## src/sv/swcd_pkg.sv

```systemverilog
// ----------------------------------------------------------------------------
// Sensor word CRC deframer package
// Shared constants, types and the CRC-8 byte step for the deframer.
// ----------------------------------------------------------------------------
package swcd_pkg;

	localparam int unsigned MAX_WORDS   = 16;
	localparam int unsigned FRAME_CAP   = (MAX_WORDS < 16) ? ((MAX_WORDS < 1) ? 1 : MAX_WORDS) : 16;

	localparam logic [7:0]  CRC_POLY      = 8'h31;
	localparam logic [7:0]  CRC_INIT      = 8'hFF;
	localparam logic [7:0]  CRC_MSB       = 8'h80;
	localparam logic [15:0] SENT_SIGNED   = 16'h7FFF;
	localparam logic [15:0] SENT_UNSIGNED = 16'hFFFF;

	localparam logic [4:0]  WPF_RESET      = 5'd9;
	localparam logic [15:0] SIGNED_RESET   = 16'd240;
	localparam logic [15:0] SENTINEL_RESET = 16'd511;

	typedef enum logic [1:0] {
		CFG_WORDS_PER_FRAME = 2'd0,
		CFG_SIGNED_MASK     = 2'd1,
		CFG_SENTINEL_MASK   = 2'd2
	} cfg_reg_t;

	typedef enum logic [1:0] {
		PH_HIGH = 2'd0,
		PH_LOW  = 2'd1,
		PH_CRC  = 2'd2
	} phase_t;

	// One byte of CRC-8, MSB first, no final xor
	function automatic logic [7:0] crc8_step(input logic [7:0] crc, input logic [7:0] b);
		logic [7:0] c;
		c = crc ^ b;
		for (int k = 0; k < 8; k++) begin
			if ((c & CRC_MSB) != 8'h00) begin
				c = {c[6:0], 1'b0} ^ CRC_POLY;
			end else begin
				c = {c[6:0], 1'b0};
			end
		end
		return c;
	endfunction

endpackage

```

## src/sv/sensor_word_crc_deframer_unit.sv

```systemverilog
// ----------------------------------------------------------------------------
// Sensor word CRC deframer
// Rebuilds 16-bit words from high/low/CRC byte triplets and checks each CRC.
// ----------------------------------------------------------------------------
// Timing: a word's CRC byte beat is taken into the input register, and its
// result is then loaded into the result register once that is free.
// Throughput: one byte beat per cycle while no CRC byte waits on a full,
// stalled result register; the CRC step itself is combinational.
// Reset (arst_n low, asynchronous): byte phase, counters, error flag and
// valids clear, CRC restarts at 0xFF, registers take their default values.
module sensor_word_crc_deframer_unit (
	input  logic        clk,
	input  logic        arst_n,

	input  logic        in_valid,
	output logic        in_stall,
	input  logic [7:0]  rx_byte,
	input  logic        frame_start,

	output logic        out_valid,
	input  logic        out_stall,
	output logic [15:0] data_word,
	output logic [3:0]  word_index,
	output logic        crc_ok,
	output logic        value_valid,
	output logic        frame_error,
	output logic        last_word,

	input  logic        cfg_valid,
	output logic        cfg_ready,
	input  logic [1:0]  cfg_index,
	input  logic [15:0] cfg_data
);

	// ------------------------------------------------------------------
	// Configuration registers; writes are always taken
	// ------------------------------------------------------------------
	logic [4:0]  wpf_q;
	logic [15:0] signed_mask_q;
	logic [15:0] sentinel_mask_q;

	assign cfg_ready = 1'b1;

	always_ff @(posedge clk or negedge arst_n) begin
		if (!arst_n) begin
			wpf_q           <= swcd_pkg::WPF_RESET;
			signed_mask_q   <= swcd_pkg::SIGNED_RESET;
			sentinel_mask_q <= swcd_pkg::SENTINEL_RESET;
		end else if (cfg_valid) begin
			unique case (cfg_index)
				swcd_pkg::CFG_WORDS_PER_FRAME: wpf_q           <= cfg_data[4:0];
				swcd_pkg::CFG_SIGNED_MASK:     signed_mask_q   <= cfg_data;
				swcd_pkg::CFG_SENTINEL_MASK:   sentinel_mask_q <= cfg_data;
				default: ; // unmapped index: drop the write
			endcase
		end
	end

	// Effective frame length: zero acts as one, clip to the cap
	localparam logic [4:0] FRAME_CAP_W = 5'(swcd_pkg::FRAME_CAP);
	logic [4:0] frame_len;
	always_comb begin
		frame_len = wpf_q;
		if (frame_len == 5'd0) begin
			frame_len = 5'd1;
		end
		if (frame_len > FRAME_CAP_W) begin
			frame_len = FRAME_CAP_W;
		end
	end

	// ------------------------------------------------------------------
	// Input register (stage 1)
	// ------------------------------------------------------------------
	logic       valid_s1;
	logic [7:0] byte_s1;
	logic       start_s1;

	// ------------------------------------------------------------------
	// Deframing state
	// ------------------------------------------------------------------
	swcd_pkg::phase_t phase_q;
	logic [7:0]       high_q;
	logic [7:0]       low_q;
	logic [7:0]       crc_q;
	logic [3:0]       count_q;
	logic             err_q;

	// Output register
	logic        out_valid_q;
	logic [15:0] word_q;
	logic [3:0]  index_q;
	logic        ok_q;
	logic        vvalid_q;
	logic        ferr_q;
	logic        last_q;

	// ------------------------------------------------------------------
	// Stage-1 combinational work: one byte, one step of state
	// ------------------------------------------------------------------
	swcd_pkg::phase_t phase_eff;
	logic [3:0]       count_eff;
	logic             err_eff;
	logic [7:0]       crc_eff;
	logic             is_crc_byte;
	logic [15:0]      word_c;
	logic             ok_c;
	logic [15:0]      sent_c;
	logic             vvalid_c;
	logic [4:0]       next_idx;
	logic             last_c;
	logic             err_c;

	always_comb begin
		// A frame start drops any partial triplet and restarts the frame
		phase_eff = start_s1 ? swcd_pkg::PH_HIGH : phase_q;
		count_eff = start_s1 ? 4'd0 : count_q;
		err_eff   = start_s1 ? 1'b0 : err_q;
		crc_eff   = start_s1 ? swcd_pkg::CRC_INIT : crc_q;

		is_crc_byte = (phase_eff == swcd_pkg::PH_CRC);

		word_c   = {high_q, low_q};
		ok_c     = (crc_eff == byte_s1);
		sent_c   = signed_mask_q[count_eff] ? swcd_pkg::SENT_SIGNED
		                                    : swcd_pkg::SENT_UNSIGNED;
		vvalid_c = !(sentinel_mask_q[count_eff] && (word_c == sent_c));
		next_idx = {1'b0, count_eff} + 5'd1;
		last_c   = (next_idx >= frame_len);
		err_c    = err_eff | !ok_c;
	end

	// ------------------------------------------------------------------
	// Flow control: stage 1 moves unless it holds a result and the
	// output register is full and stalled
	// ------------------------------------------------------------------
	logic out_free;
	logic s1_go;
	logic in_take;
	logic out_load;

	assign out_free = !out_valid_q || !out_stall;
	assign s1_go    = valid_s1 && (!is_crc_byte || out_free);
	assign in_stall = valid_s1 && !s1_go;
	assign in_take  = in_valid && !in_stall;
	assign out_load = s1_go && is_crc_byte;

	// Control part of stage 1
	always_ff @(posedge clk or negedge arst_n) begin
		if (!arst_n) begin
			valid_s1 <= 1'b0;
		end else if (in_take) begin
			valid_s1 <= 1'b1;
		end else if (s1_go) begin
			valid_s1 <= 1'b0;
		end
	end

	// Payload part of stage 1: hold while stalled
	always_ff @(posedge clk) begin
		if (in_take) begin
			byte_s1  <= rx_byte;
			start_s1 <= frame_start;
		end
	end

	// ------------------------------------------------------------------
	// State update: advance once per beat leaving stage 1
	// ------------------------------------------------------------------
	always_ff @(posedge clk or negedge arst_n) begin
		if (!arst_n) begin
			phase_q <= swcd_pkg::PH_HIGH;
			high_q  <= 8'h00;
			low_q   <= 8'h00;
			crc_q   <= swcd_pkg::CRC_INIT;
			count_q <= 4'd0;
			err_q   <= 1'b0;
		end else if (s1_go) begin
			unique case (phase_eff)
				swcd_pkg::PH_LOW: begin
					low_q   <= byte_s1;
					crc_q   <= swcd_pkg::crc8_step(crc_eff, byte_s1);
					phase_q <= swcd_pkg::PH_CRC;
					count_q <= count_eff;
					err_q   <= err_eff;
				end
				swcd_pkg::PH_CRC: begin
					// Triplet complete: restart CRC, step or wrap the word count
					phase_q <= swcd_pkg::PH_HIGH;
					crc_q   <= swcd_pkg::CRC_INIT;
					count_q <= last_c ? 4'd0 : next_idx[3:0];
					err_q   <= last_c ? 1'b0 : err_c;
				end
				default: begin
					// High byte; an unused phase code also lands here
					high_q  <= byte_s1;
					crc_q   <= swcd_pkg::crc8_step(swcd_pkg::CRC_INIT, byte_s1);
					phase_q <= swcd_pkg::PH_LOW;
					count_q <= count_eff;
					err_q   <= err_eff;
				end
			endcase
		end
	end

	// ------------------------------------------------------------------
	// Result register: load on a completed triplet, drop once taken
	// ------------------------------------------------------------------
	always_ff @(posedge clk or negedge arst_n) begin
		if (!arst_n) begin
			out_valid_q <= 1'b0;
		end else if (out_load) begin
			out_valid_q <= 1'b1;
		end else if (!out_stall) begin
			out_valid_q <= 1'b0;
		end
	end

	always_ff @(posedge clk) begin
		if (out_load) begin
			word_q   <= word_c;
			index_q  <= count_eff;
			ok_q     <= ok_c;
			vvalid_q <= vvalid_c;
			ferr_q   <= err_c;
			last_q   <= last_c;
		end
	end

	assign out_valid   = out_valid_q;
	assign data_word   = word_q;
	assign word_index  = index_q;
	assign crc_ok      = ok_q;
	assign value_valid = vvalid_q;
	assign frame_error = ferr_q;
	assign last_word   = last_q;

endmodule

```

## config.mk

```make
export PLATFORM = sky130hd
export DESIGN_NAME = sensor_word_crc_deframer_unit
export DESIGN_NICKNAME = d
export VERILOG_FILES = /design/src/sv/swcd_pkg.sv /design/src/sv/sensor_word_crc_deframer_unit.sv
export SDC_FILE = /design/constraint.sdc
export NUM_CORES = 1
export LEC_CHECK = 0
export BUFFER_PORTS_ARGS = -buffer_cell sky130_fd_sc_hd__buf_4
export CAP_MARGIN = 20
export CORE_MARGIN = 2
export CORE_UTILIZATION = 45
export DETAILED_ROUTE_END_ITERATION = 10
export PLACE_DENSITY_LB_ADDON = 0.1
export SYNTH_ARGS = -nofsm -noshare
export SYNTH_HDL_FRONTEND = slang
export SYNTH_SLANG_ARGS = --single-unit
```

## constraint.sdc

```tcl
create_clock -name clk -period 2.8 [get_ports clk]
set_input_delay 0.28 -clock clk [delete_from_list [all_inputs] [get_ports clk]]
set_output_delay 0.28 -clock clk [all_outputs]
set_load 0.02 [all_outputs]
```

# == After elaboration in Yosys (flattened, before gate mapping) ==
# Cells that the tools add are included.
# word_totals
regBits,103
inputBits,32
out_inout_bits,27
# op_classes
addsub,1
order_cmp,3
n_eq_ne,7
mux,65
bitwise_logic,20
reduce_logical,23
# op_table
op,n
$mux 8,29
$mux 6,16
$not 3->3,16
$eq 16x16->1,1
$mux 16,1
$pmux 8 s2,1
$mux 4,3
$mux 5,2
$reduce_and 2->1,5
$mux 1,9
$bmux 1 s4,2
$eq 8x8->1,1
$not 8->8,1
$xor 8x8->8,1
$logic_not 1->1,7
$add 4x1->5 const B,1
$ge 5x5->1,1
$gt 5x5->1 const B,1
$logic_and 1x1->1,5
$logic_not 5->1,1
$lt 4x5->1 const B,1
$eq 2x1->1 const B,2
$eq 2x2->1 const B,2
$pmux 2 s2,1
8 further kinds,9

# == Logic depth before layout (Yosys ltp) ==
# Gate-level depths: netlist of the first run.
# logic_depth
word_depth,33
mapped_depth,13
ltp_nobuf,10

# == Worst setup path before layout of the first run ==
# Ideal clock, no wire load.
# synth_timing
path_type,reg-to-reg
from,reg start_s1
to,reg ok_q (netlist: crc_ok) (enable)
setup_time_ns,0.381
t_arrival_ns,2.335
required_time_ns,2.419
path_slack_ns,0.084
path_stages_with_launch,12
path_buffers,4
period_less_slack_ns,2.716
path_cell_list,edfxtp_1 buf_2 buf_2 buf_2 nand2b_1 inv_1 ha_1 nand3_1 and2_1 buf_4 nand2_1 inv_1
# synth_between
elab_chain_cells,6
# synth_lines
element,line_no,rtl
from (decl),sensor_word_crc_deframer_unit.sv:77,logic start_s1;
from (signal assigned),sensor_word_crc_deframer_unit.sv:163,start_s1 <= frame_start;
$mux 2 *,sensor_word_crc_deframer_unit.sv:116,phase_eff = start_s1 ? swcd_pkg::PH_HIGH : phase_q;
$eq 2x2->1 *,sensor_word_crc_deframer_unit.sv:121,is_crc_byte = (phase_eff == swcd_pkg::PH_CRC);
$logic_not 1->1,sensor_word_crc_deframer_unit.sv:143,assign s1_go = valid_s1 && (!is_crc_byte || out_free);
$logic_or 1x1->1,sensor_word_crc_deframer_unit.sv:143,
$logic_and 1x1->1,sensor_word_crc_deframer_unit.sv:143,
$logic_and 1x1->1 *,sensor_word_crc_deframer_unit.sv:146,assign out_load = s1_go && is_crc_byte;
net out_load,sensor_word_crc_deframer_unit.sv:140,logic out_load;
to (signal assigned),sensor_word_crc_deframer_unit.sv:223,ok_q <= ok_c;
to (decl),sensor_word_crc_deframer_unit.sv:93,logic ok_q;
# Mark *: on every way through the listed nets, which the timed path passes. The rest lies on a longest branch.
# A chain may end at the register's enable or synchronous reset.

# == Worst setup path in the final report of the first run ==
# layout_timing
from,reg start_s1
to,reg crc_q[6]
# layout_between
elab_chain_cells,25
word_cells_on_any_way,36
# layout_lines
element,line_no,rtl
$mux 8,sensor_word_crc_deframer_unit.sv:119,crc_eff = start_s1 ? swcd_pkg::CRC_INIT : crc_q;
$xor 8x8->8,swcd_pkg.sv:35,c = crc ^ b;
$mux 8 or $mux 6 (tied branches),"sensor_word_crc_deframer_unit.sv:179, swcd_pkg.sv:37",
$mux 8 (on tied branches),"sensor_word_crc_deframer_unit.sv:178, sensor_word_crc_deframer_unit.sv:179",
$mux 6 or $mux 8 (tied branches),"swcd_pkg.sv:37, sensor_word_crc_deframer_unit.sv:178",
$mux 8 or $not 3->3 (tied branches),n/a,
$mux 8 or $mux 6 (tied branches),"sensor_word_crc_deframer_unit.sv:178, swcd_pkg.sv:37",
$mux 6 or $mux 8 (tied branches),"swcd_pkg.sv:37, sensor_word_crc_deframer_unit.sv:179",
[... 9 more ...],n/a,
$mux 6,swcd_pkg.sv:37,if ((c & CRC_MSB) != 8'h00) begin
$mux 8,sensor_word_crc_deframer_unit.sv:179,unique case (phase_eff)
$mux 8,sensor_word_crc_deframer_unit.sv:178,end else if (s1_go) begin
$not 3->3 (no line),n/a,
$mux 6,swcd_pkg.sv:37,
$mux 8,sensor_word_crc_deframer_unit.sv:179,
$mux 8,sensor_word_crc_deframer_unit.sv:178,
$pmux 8 s2,sensor_word_crc_deframer_unit.sv:179,
to (signal assigned),sensor_word_crc_deframer_unit.sv:175,crc_q <= swcd_pkg::CRC_INIT;
to (signal assigned),sensor_word_crc_deframer_unit.sv:182,"crc_q <= swcd_pkg::crc8_step(crc_eff, byte_s1);"
to (signal assigned),sensor_word_crc_deframer_unit.sv:190,crc_q <= swcd_pkg::CRC_INIT;
to (decl),sensor_word_crc_deframer_unit.sv:85,logic [7:0] crc_q;
# Parallel ways exist; a longest one is shown, timed or not. The select of a mux whose other input is x is not followed.

==> impl_metrics.ini, run 1 <==
[critical_path]
slowest_stage = sky130_fd_sc_hd__edfxtp_1
crit_family = simple AND/OR/NAND/NOR gates
critical_path_cell_sequence = nand2b_1 -> ha_1 -> nand3_1 -> and2_1 -> nand2_2 -> or3b_1 -> mux2i_1 -> a221o_1
critical_path.max_stage_delay_ns = 0.50
critical_path.endpoint_type = flip-flop
critPathBufInv = 0
worstSetupStartpointType = flip-flop
timing.critical_path.arrival_ns = 2.77
worstPathMaxFanout = 10
worstSetupPathType = flip-flop to flip-flop
crit_required_ns = 3.09

[cts]
clkTransAtPathRegs_ns = 0.07
post_cts_resized = 0
numCtsBuffers = 9
h-tree-depth = 3
tritoncts_num_sinks = 103
tritoncts_clock_tree = yes
postCtsHoldBufs = 0
insertion_delay_ns = 0.35
clk_root_buffer_cell = sky130_fd_sc_hd__clkbuf_16
cts.repair_timing.setup_buffer_count = 0
buffers_from_clock_root_to_sink_at_most = 2

[detailed_routing]
routedLengthMet1_mm = 5.18
first_iter_violations = 183
detail-route-antenna-nets = 0
post_drt_via_cell_ratio = 5.42
drt_pass1_iterations = 4
drc_errors = 0
num_vias = 3225
dr.max_layer_used = met4
avgRoutedWirePerCell_um = 17.4
met3_wirelength_um = 458
wl_mm = 10.3
wl_met2_mm = 4.47

[layout]
fillerInstances = 972
final_core_utilization = 0.539
drive_above_1_share = 0.378
final-instance-count-excl-fill = 595
syn_to_final_growth_pct = 16.2
fin_nets = 490
final-seq-area_sq_um = 2770
multi_input_comb_area_sq_um = 2130
post-route-cell-area_sq_um = 5890
antenna-diode-count = 0

[die]
chipWidth_um = 110
fp.dieArea_sq_um = 12100
ios = 59
effective_utilization_at_floorplan = 0.464
die_height_um = 110
placeableCoreArea_sq_um = 10900
num_rows = 38

[run_status]
run_status = finished clean

[place]
placed_cells = 579
placement.io_buffers = 57
preCtsSetupSlack_ns = 0.335
dpl-instance-area_sq_um = 5580
gp_routability_congestion = 0.856
place_hpwl_mm = 7.22

[synth]
synth_edf_count = 33
ys_seq_elements = 103
syn_area_per_cell_sq_um = 12.7
synth_fp_nets = 438
synth.cell_area_sq_um = 5070
netlist_instances = 398
post_synth_num_cell_types = 57
ys.warnings.count = 0
fraction_of_registers_with_async_set_reset = 0.680
yosysSeqAreaShare = 0.546
ys_dominant_reg_cell = sky130_fd_sc_hd__dfrtp_1

[global_route]
grt_first_pass_wirelength_mm = 16.7
grt.overflow.total = 0
initial_antenna_violation_count = 0
largest_net_degree_at_the_start_of_global_routing = 71
first_global_vias = 3280
grt_usage = 0.184

[sta]
slew_headroom = 0.391
max_freq_ghz = 0.405
min_period_over_period = 0.883
tns_ns = 0
drv_slew = 0
clock_skew_after_layout_ns = 0.00792
timing.final.crit_period_ns = 2.47
rsz0062_at_grt = no
worst_slew_pin_slew_ns = 0.914
final_hold_violating_endpoints = 0
layout_setup_ws_ns = 0.328
final-setup-viol-count = 0

[power]
static-leakage-power_nw = 2.41
power.ir.vdd_worst_uv = 380
power_density_nw_per_um2 = 767

[hold_path]
hold_path_class = input port to async pin

[job]
max-cap-violations = 0
-- Yosys cell counts, types with 8 or more instances --
library cell	count	area share
sky130_fd_sc_hd__a21oi_1	18	0.018
sky130_fd_sc_hd__dfrtp_1	47	0.23
sky130_fd_sc_hd__dfstp_2	23	0.12
sky130_fd_sc_hd__edfxtp_1	33	0.20
sky130_fd_sc_hd__ha_1	8	0.020
sky130_fd_sc_hd__inv_1	12	0.0089
sky130_fd_sc_hd__mux2_2	53	0.12
sky130_fd_sc_hd__nand2_1	29	0.021
sky130_fd_sc_hd__nand2b_1	9	0.011
sky130_fd_sc_hd__nor2_1	23	0.017
sky130_fd_sc_hd__o21ai_0	11	0.011
sky130_fd_sc_hd__xnor2_1	27	0.047
-- where the power goes --
part / leakage, nW / switching [W] / internal, W / total, W
Combinational: 1.15 / 0.000504 / 0.000585 / 0.00109
Clock: 0.148 / 0.000563 / 0.000727 / 0.00129
Sequential: 1.11 / 0.000240 / 0.00190 / 0.00214
-- layout by cell type, fill, tap and decap left out, types with 3 or more instances in the layout --
cell	count
sky130_fd_sc_hd__nor4bb_1	3
sky130_fd_sc_hd__edfxtp_1	33
sky130_fd_sc_hd__dfrtp_1	47
sky130_fd_sc_hd__a21oi_1	18
sky130_fd_sc_hd__nand3_1	5
sky130_fd_sc_hd__nand2_1	29
sky130_fd_sc_hd__mux4_2	4
sky130_fd_sc_hd__xor2_1	6
sky130_fd_sc_hd__xnor2_1	27
sky130_fd_sc_hd__and2_1	3
sky130_fd_sc_hd__clkbuf_16	9
sky130_fd_sc_hd__a32o_1	4
sky130_fd_sc_hd__nand2b_1	9
sky130_fd_sc_hd__buf_4	62
sky130_fd_sc_hd__inv_1	12
sky130_fd_sc_hd__nor2b_1	3
sky130_fd_sc_hd__o22ai_1	7
sky130_fd_sc_hd__o21ai_0	11
sky130_fd_sc_hd__mux2_2	53
sky130_fd_sc_hd__xnor2_2	6
sky130_fd_sc_hd__mux2i_1	3
sky130_fd_sc_hd__ha_1	8
sky130_fd_sc_hd__nor2_1	23
sky130_fd_sc_hd__nand4_1	5
sky130_fd_sc_hd__dfstp_2	23
-- state kept, by name (all words and copies together) (netlist names) --
register and count:
high_q 8, start_s1 1, sentinel_mask_q 16, data_word 16, phase_q 2, frame_error 1
crc_ok 1, word_index 4, low_q 8, byte_s1 8, err_q 1, signed_mask_q 16
last_word 1, value_valid 1, crc_q 8, out_valid 1, count_q 4, wpf_q 5
valid_s1 1
-- layer usage --
metal  track usage  vias up
met2         0.262       69
met1         0.267     1612
met5             0        -
li1              -     1527
met4        0.0929        0
met3        0.0376       17
-- logic make-up after synthesis --
kind of cell    count (synthesis)  share of synthesized area
mux                            61                      0.144
xor+xnor                       41                     0.0871
buf+inv                        33                     0.0345
fa+ha+maj                       8                     0.0197
other cells                     1                   0.000739
simple gates                   94                     0.0942
compound gates                 57                     0.0732
flops                         103                      0.546
-- final timing paths --
kind	startpoint	depth (start not counted)	endpoint	slack, ns
max in group asynchronous	arst_n	1	signed_mask_q[15]	2.15
min in group clk	rx_byte[4]	1	byte_s1[4]	0.10
worst min-delay path	arst_n	1	low_q[1]	0.06
worst min register to register	high_q[6]	0	data_word[14]	0.48
worst max register to register	start_s1	8	crc_q[6]	0.33
worst max-delay path	start_s1	8	crc_q[6]	0.33
-- stage by stage --
step / total power [W] / hold slack (ns)
after global placement: 0.00324 / 0.458
final: 0.00452 / 0.0647
after floorplan: 0.00297 / -0.0156
after global routing: 0.00476 / 0.0934
after detailed placement: 0.00326 / 0.459
after CTS: 0.00456 / 0.0925
-- area by class of cell --
| class | instances | area share |
|---|---|---|
| clock inverters | 5 | 0.0113 |
| flip-flops and latches | 103 | 0.470 |
| multi-input cells | 262 | 0.361 |
| well taps | 140 | 0.0297 |
| repair buffers | 62 | 0.0790 |
| inverters | 12 | 0.00764 |
| clock buffers | 11 | 0.0412 |
Power figures use the tool's default switching activity.
==> inputs of run 2 (changes only) <==
- CORE_UTILIZATION: 45 -> 27
==> run 2 against run 1 <==
Worst setup slack lost 0.029 ns. Sequential power is essentially flat. Combinational power is essentially flat. Fmax shrank 1.2%.
==> impl_metrics.ini, run 2 (same netlist as run 1, synthesis figures left out) <==
[run_status]
run_status = finished clean

[sta]
final-setup-viol-count = 0
worst_slew_pin_slew_ns = 0.948
rsz0062_at_grt = no
min_period_over_period = 0.893
slew_headroom = 0.368
tns_ns = 0
drv_slew = 0
timing.final.crit_period_ns = 2.50
max_freq_ghz = 0.400
clock_skew_after_layout_ns = 0.00903
final_hold_violating_endpoints = 0
finalHoldWorstSlack_ns = 0.0445

[die]
die_height_um = 141
effective_utilization_at_floorplan = 0.273
fp.dieArea_sq_um = 19900
num_rows = 50
ios = 59
placeableCoreArea_sq_um = 18600
chipWidth_um = 141

[place]
placement.io_buffers = 57
gp_routability_congestion = 0.782
place_hpwl_mm = 8.29

[detailed_routing]
drt_pass1_iterations = 4
avgRoutedWirePerCell_um = 16.7
num_vias = 3133
first_iter_violations = 150
detail-route-antenna-nets = 0
drc_errors = 0
post_drt_via_cell_ratio = 4.53
wl_mm = 11.6

[layout]
syn_to_final_growth_pct = 18.5
fillerInstances = 1836
most-common-layout-cells = 64 x sky130_fd_sc_hd__buf_4, 53 x sky130_fd_sc_hd__mux2_2, 47 x sky130_fd_sc_hd__dfrtp_1
layout.cells.most_common = sky130_fd_sc_hd__buf_4
fin_nets = 492
antenna-diode-count = 0
drive_above_1_share = 0.383
final_core_utilization = 0.324

[global_route]
largest_net_degree_at_the_start_of_global_routing = 71
grt_usage = 0.123
initial_antenna_violation_count = 1
first_global_vias = 3251
grt.overflow.total = 0
grt_first_pass_wirelength_mm = 18.5

[critical_path]
timing.critical_path.arrival_ns = 2.59
critical_path.endpoint_type = flip-flop
worstPathMaxFanout = 9
crit_required_ns = 2.89
worstSetupPathType = flip-flop to flip-flop
worstSetupStartpointType = flip-flop

[power]
p_sw_frac = 0.307
cell_internal_power_w = 0.00312
power_density_nw_per_um2 = 748
static-leakage-power_nw = 2.41
comb_power_share = 0.244
power.share.sequential = 0.477
p_switching_w = 0.00138
power.ir.vdd_worst_uv = 444
p_clk_frac = 0.279

[cts]
clk_root_buffer_cell = sky130_fd_sc_hd__clkbuf_16
numCtsBuffers = 9
insertion_delay_ns = 0.35
post_cts_resized = 0
tritoncts_num_sinks = 103
clkTransAtPathRegs_ns = 0.07
tritoncts_clock_tree = yes
buffers_from_clock_root_to_sink_at_most = 2
cts.repair_timing.setup_buffer_count = 0
h-tree-depth = 3
postCtsHoldBufs = 0

[job]
max-cap-violations = 0

[hold_path]
hold_path_class = input port to async pin
run 2: cell type report:
type	instances	area, sq um	share of cell area
clock inverters	7	71.3	0.0119
repair buffers	64	480	0.0799
multi-input cells	262	2130	0.354
inverters	12	45.0	0.00749
clock buffers	9	225	0.0375
flip-flops and latches	103	2770	0.461
well taps	234	293	0.0487
run 2: worst paths after layout:
check                                 from             endpoint  slack, ns  depth (start not counted)
worst max-delay path              start_s1            last_word       0.30                          9
worst min-delay path                arst_n     signed_mask_q[3]       0.04                          1
worst max register to register    start_s1            last_word       0.30                          9
worst min register to register   high_q[0]         data_word[8]       0.48                          0
max in group asynchronous           arst_n  sentinel_mask_q[13]       2.11                          1
min in group clk                rx_byte[5]           byte_s1[5]       0.10                          1
run 2: power groups by stage:
stage	registers, W	logic, W	clock network (W)
floorplan	0.00208	0.000891	0
global placement	0.00218	0.00110	0
detailed placement	0.00218	0.00111	0
CTS	0.00215	0.00111	0.00131
global route	0.00220	0.00121	0.00138
finish	0.00215	0.00110	0.00126
run 2: layer usage:
layer | vias to the layer above | routed length (um) | global-route usage
li1 | 1537 | - | -
met5 | - | 0 | 0
met3 | 8 | 467 | 0.0299
met4 | 0 | 181 | 0.0468
met1 | 1519 | 5880 | 0.175
met2 | 69 | 5040 | 0.181
run 2: worst max-delay path: stages, from the launching register on:
cell and delay (ns):
sky130_fd_sc_hd__edfxtp_1 0.50, sky130_fd_sc_hd__buf_4 0.22, sky130_fd_sc_hd__nor2b_1 0.20, sky130_fd_sc_hd__ha_1 0.30, sky130_fd_sc_hd__ha_1 0.30, sky130_fd_sc_hd__a21oi_1 0.12
sky130_fd_sc_hd__nor2b_1 0.05, sky130_fd_sc_hd__o21ai_0 0.13, sky130_fd_sc_hd__o2bb2ai_1 0.30, sky130_fd_sc_hd__inv_1 0.10
run 2: per-stage QoR:
step	worst slack, ns	cells	total power (W)	area, sq um
3_3_place_gp	0.400	675	0.00328	5720
5_1_grt	0.0603	691	0.00478	6010
2_1_floorplan	0.0843	398	0.00297	5070
4_1_cts	0.305	691	0.00458	6010
3_5_place_dp	0.302	675	0.00329	5720
6_report	0.299	691	0.00450	6010
